<file path="src/hw/rtl/discrete_cdf_position_sampler_core_macros.svh">
// Assertion macros for the position sampler core.
// Clocked on clk_i and disabled while rst_ni is low; define NO_ASSERTIONS to drop them.
`ifndef DISCRETE_CDF_POSITION_SAMPLER_CORE_MACROS_SVH
`define DISCRETE_CDF_POSITION_SAMPLER_CORE_MACROS_SVH
`ifndef NO_ASSERTIONS
`define DCPS_ASSERT_IMPL(label, ante, cons, msg) \
  label: assert property (@(posedge clk_i) disable iff (!rst_ni) (ante) |-> (cons)) \
    else $error(msg);
`define DCPS_ASSERT_NEXT(label, ante, cons, msg) \
  label: assert property (@(posedge clk_i) disable iff (!rst_ni) (ante) |=> (cons)) \
    else $error(msg);
`else
`define DCPS_ASSERT_IMPL(label, ante, cons, msg)
`define DCPS_ASSERT_NEXT(label, ante, cons, msg)
`endif
`endif

</file>
<file path="src/hw/rtl/dcps_pkg.sv">
`timescale 1ns / 1ps
// Shared types and codes of the position sampler core.
// No dependencies.
package dcps_pkg;

  localparam int unsigned PosW   = 32;
  localparam int unsigned OutW   = 33;
  localparam int unsigned IdxOutW = 12;
  localparam int unsigned MulW   = 32;

  localparam logic [1:0] REQ_APPEND = 2'd0;
  localparam logic [1:0] REQ_SAMPLE = 2'd1;
  localparam logic [1:0] REQ_CLEAR  = 2'd2;

  localparam logic [1:0] STATUS_OK    = 2'd0;
  localparam logic [1:0] STATUS_FULL  = 2'd1;
  localparam logic [1:0] STATUS_EMPTY = 2'd2;

  typedef struct packed {
    logic [PosW-1:0] x;
    logic [PosW-1:0] y;
    logic [PosW-1:0] z;
  } dcps_cell_t;

endpackage

</file>
<file path="src/hw/rtl/dcps_mul.sv">
`timescale 1ns / 1ps
// Shared 32 x 32 unsigned multiplier with a registered product.
// Depends on dcps_pkg.
module dcps_mul import dcps_pkg::*; (
  input  logic                clk_i,
  input  logic [MulW-1:0]     a_i,
  input  logic [MulW-1:0]     b_i,
  output logic [2*MulW-1:0]   p_o
);

  logic [2*MulW-1:0] p_q;

  always_ff @(posedge clk_i) begin
    p_q <= a_i * b_i;
  end

  assign p_o = p_q;

endmodule

</file>
<file path="config.mk">
export PLATFORM = sky130hd
export DESIGN_NAME = dcps_mul
export DESIGN_NICKNAME = d
export VERILOG_FILES = /design/src/hw/rtl/discrete_cdf_position_sampler_core_macros.svh /design/src/hw/rtl/dcps_pkg.sv /design/src/hw/rtl/dcps_mul.sv
export SDC_FILE = /design/constraint.sdc
export NUM_CORES = 2
export LEC_CHECK = 0
export ABC_CLOCK_PERIOD_IN_PS = 21400
export BUFFER_PORTS_ARGS = -buffer_cell sky130_fd_sc_hd__buf_2
export CELL_PAD_IN_SITES_DETAIL_PLACEMENT = 0
export CELL_PAD_IN_SITES_GLOBAL_PLACEMENT = 2
export CORE_MARGIN = 5
export CORE_UTILIZATION = 40
export CTS_CLUSTER_SIZE = 8
export DETAILED_ROUTE_END_ITERATION = 10
export PLACE_DENSITY_LB_ADDON = 0.05
export SKIP_CTS_REPAIR_TIMING = 1
export SLEW_MARGIN = 0
export SYNTH_ARGS = -nofsm -noshare
export SYNTH_HDL_FRONTEND = slang
export SYNTH_SLANG_ARGS = --single-unit
</file>
<file path="constraint.sdc">
create_clock -name clk_i -period 21.4 [get_ports clk_i]
set_clock_uncertainty 0.1 [all_clocks]
set_input_delay 4.28 -clock clk_i [delete_from_list [all_inputs] [get_ports clk_i]]
set_output_delay 4.28 -clock clk_i [all_outputs]
set_load 0.01 [all_outputs]
</file>
==> reports/metrics.yaml <==
status:
  result_of_the_run: "finished, final reports clean"
place:
  port-buffer-count: 128
  hpwl_after_detailed_placement_mm: 84.9
  placer_s_final_routability_congestion_estimate: 0.849
floorplanning:
  fp.coreArea_um2: 86300
  ios: 129
  initial_standard_cell_utilization_of_the_core_pct: 40.2
  core.rowCount: 108
  die_w_um: 304
  fp.dieArea_um2: 92700
  chipHeight_um: 304
drt:
  remaining_drc_errors: 0
  route.layer.met1.wl_mm: 43.1
  wl_met2_mm: 57.2
  via_count: 24498
  ant_nets: 0
  drt_total_wl_mm: 109
  detailed_router_s_first_iteration_violation_count: 1105
  met3WireLength_mm: 4.31
  drt_pass1_iterations: 5
  highest_layer: "met4"
  drt-vias-per-instance: 5.06
  avgRoutedWirePerCell_um: 22.5
min_path:
  min_path_type: "in2reg"
  hold_end: "p_o[0]"
  worst_hold_path.num_cells: 2
  hold_path.startpoint: "b_i[0]"
synthesis:
  synth_top_family_by_area: "adder cells"
  post_synth_fa_ha_maj_area_fraction_pct: 61.2
  syn-instance-count: 3748
  synth_compound_gate_area_share_pct: 4.15
  synth-edff-count: 0
  post_synth_and_or_nand_nor_area_fraction_pct: 17.6
  synth.area.top_cells: "sky130_fd_sc_hd__fa_1 52%, sky130_fd_sc_hd__and2_1 11%, sky130_fd_sc_hd__ha_1 9.5%"
  synth-xor-area-share_pct: 1.52
  ys_seq_area_share_pct: 3.69
  synth.cells.most_frequent: "896 x sky130_fd_sc_hd__fa_1, 865 x sky130_fd_sc_hd__inv_1, 602 x sky130_fd_sc_hd__and2_1"
  mappedNetlistNets: 4972
  dominantRegCellSynth: "sky130_fd_sc_hd__dfxtp_1"
  yosys_warnings: 0
  netlist.top_cell.by_area: "sky130_fd_sc_hd__fa_1"
  postSynthAreaPerCell_um2: 9.25
  yosysMostFrequentCell: "sky130_fd_sc_hd__fa_1"
  synth_mux_area_share_pct: 0.0289
  synth-async-reset-ratio_pct: 0
  netlist-cell-type-count: 57
  synth_top_area_share_pct: 51.7
  ys_seq_elements: 64
  synth.cell_area_um2: 34700
timing:
  timing.final.max_slew_violations: 0
  max-slew-margin-rel_pct: 34.8
  tightestPinTransition_ps: 979
  final-hold-violation-count: 0
  unrepaired_setup_endpoints_after_global_routing: "no"
  worst_hold_slack_ps: 4540
  post-route-min-period_ps: 12260
  timing.final.setup_violations: 0
  tns_ps: 0
  final_min_period_over_clock_period_pct: 57.3
  timing.fmax_mhz: 81.6
global_route:
  grt_max_degree: 33
  grt_use_total_pct: 24.0
  antenna_found_initial: 5
  wire_length_of_the_first_global_routing_pass_mm: 170
  via_count_of_the_first_global_routing_pass: 28336
  remaining_global_route_overflow: 0
worst_setup_path:
  crit_path_start_kind: "input port"
  worst_setup_path_end_kind: "register"
  critical_path_required_ps: 21580
  crit_path_max_fanout: 33
  criticalPathCategory: "in2reg"
  cp_data_arrival_time_ps: 12440
clocking:
  clockBufferDepth: 2
  cts.root.buffer_cell: "sky130_fd_sc_hd__clkbuf_16"
  htree_levels: 3
  tritoncts.num_buffers: 9
  clk_transition_reported_paths_ps: 60
  number_of_clock_sinks: 64
  cts_tree: "done"
final_layout:
  syn2layout_area_growth_pct: 4.72
  drive_gt1_share_pct: 4.70
  largest_reg_flops: 64
  layout.nets: 4903
run:
  drv_cap: 0
## kinds of logic after synthesis
kind of cell	count (synthesis)
simple gates	1177
fa+ha+maj	1159
buf+inv	1085
compound gates	202
flops	64
xor+xnor	60
mux	1
## how the worst max path moves through the flow
stage               cells after the start  slack, ps      end     from
floorplan                              25      10270  p_o[62]  a_i[25]
global placement                       22       8880  p_o[62]  a_i[29]
detailed placement                     22       8830  p_o[62]  a_i[29]
CTS                                    22       9190  p_o[62]  a_i[29]
global route                           22       8790  p_o[62]  a_i[29]
finish                                 22       9140  p_o[62]  a_i[29]
## placed cells by master (no fill, tap or decap), types with 3 or more instances in the layout
master / count
sky130_fd_sc_hd__a221o_1: 4
sky130_fd_sc_hd__o21a_1: 9
sky130_fd_sc_hd__dfxtp_1: 64
sky130_fd_sc_hd__or2_2: 3
sky130_fd_sc_hd__a211oi_1: 3
sky130_fd_sc_hd__or4_1: 3
sky130_fd_sc_hd__diode_2: 5
sky130_fd_sc_hd__o221ai_1: 3
sky130_fd_sc_hd__xor2_1: 25
sky130_fd_sc_hd__nor2_1: 20
sky130_fd_sc_hd__and3_1: 14
sky130_fd_sc_hd__ha_1: 263
sky130_fd_sc_hd__or3_1: 3
sky130_fd_sc_hd__and4_1: 3
sky130_fd_sc_hd__nor3_1: 7
sky130_fd_sc_hd__o21ai_0: 21
sky130_fd_sc_hd__inv_1: 865
sky130_fd_sc_hd__o21ai_1: 5
sky130_fd_sc_hd__xnor2_1: 35
sky130_fd_sc_hd__a21oi_2: 3
sky130_fd_sc_hd__o21bai_1: 10
sky130_fd_sc_hd__and2_1: 602
sky130_fd_sc_hd__a21oi_1: 63
sky130_fd_sc_hd__clkbuf_16: 9
sky130_fd_sc_hd__nand3_1: 10
sky130_fd_sc_hd__a21o_1: 40
sky130_fd_sc_hd__o31ai_4: 3
sky130_fd_sc_hd__a21boi_1: 3
sky130_fd_sc_hd__a221oi_4: 3
sky130_fd_sc_hd__nand2_1: 480
sky130_fd_sc_hd__buf_4: 12
sky130_fd_sc_hd__nand4_1: 23
sky130_fd_sc_hd__a31oi_1: 12
sky130_fd_sc_hd__fa_1: 896
sky130_fd_sc_hd__buf_2: 128
## area by class of cell
cell class,instances,area [um^2]
clock inverter,6,43.8
timing repair buffer,140,731
antenna,5,12.5
inverter,865,3250
sequential,64,1280
tap,1155,1450
multi-input combinational,2599,29300
clock buffer,10,239
fill,8747,50000
## through the flow
step / setup WS, ps / std cells / util, % / area, um^2
floorplan: 10270 / 3748 / - / 34700
global placement: 8880 / 4823 / 41.7 / 36000
detailed placement: 8830 / 4823 / 41.7 / 36000
CTS: 9190 / 4839 / 42.0 / 36300
global route: 8790 / 4840 / 42.0 / 36300
finish: 9140 / 4844 / 42.1 / 36300
## per-layer routing
metal,global-route usage [%],vias to the layer above
li1,-,10705
met1,30.0,13048
met4,7.50,0
met3,2.92,142
met2,43.4,603
met5,0,-
## worst max-delay path: stages
cell,delay (ps)
sky130_fd_sc_hd__buf_2,660
sky130_fd_sc_hd__nand2_1,190
sky130_fd_sc_hd__fa_1,570
sky130_fd_sc_hd__inv_1,50
sky130_fd_sc_hd__fa_1,470
sky130_fd_sc_hd__inv_1,50
sky130_fd_sc_hd__fa_1,510
sky130_fd_sc_hd__fa_1,570
sky130_fd_sc_hd__inv_1,70
sky130_fd_sc_hd__fa_1,510
sky130_fd_sc_hd__fa_1,510
sky130_fd_sc_hd__fa_1,590
sky130_fd_sc_hd__fa_1,470
sky130_fd_sc_hd__ha_1,500
sky130_fd_sc_hd__nand4_1,230
sky130_fd_sc_hd__or4_1,460
sky130_fd_sc_hd__or3_1,360
sky130_fd_sc_hd__a31oi_1,580
sky130_fd_sc_hd__a31o_2,310
sky130_fd_sc_hd__a211oi_1,120
sky130_fd_sc_hd__o21ai_1,170
sky130_fd_sc_hd__xor2_1,140
Power is left out: the tool's default activity adds up to more than one toggle a clock period on the data nets, which glitch-free logic cannot reach.
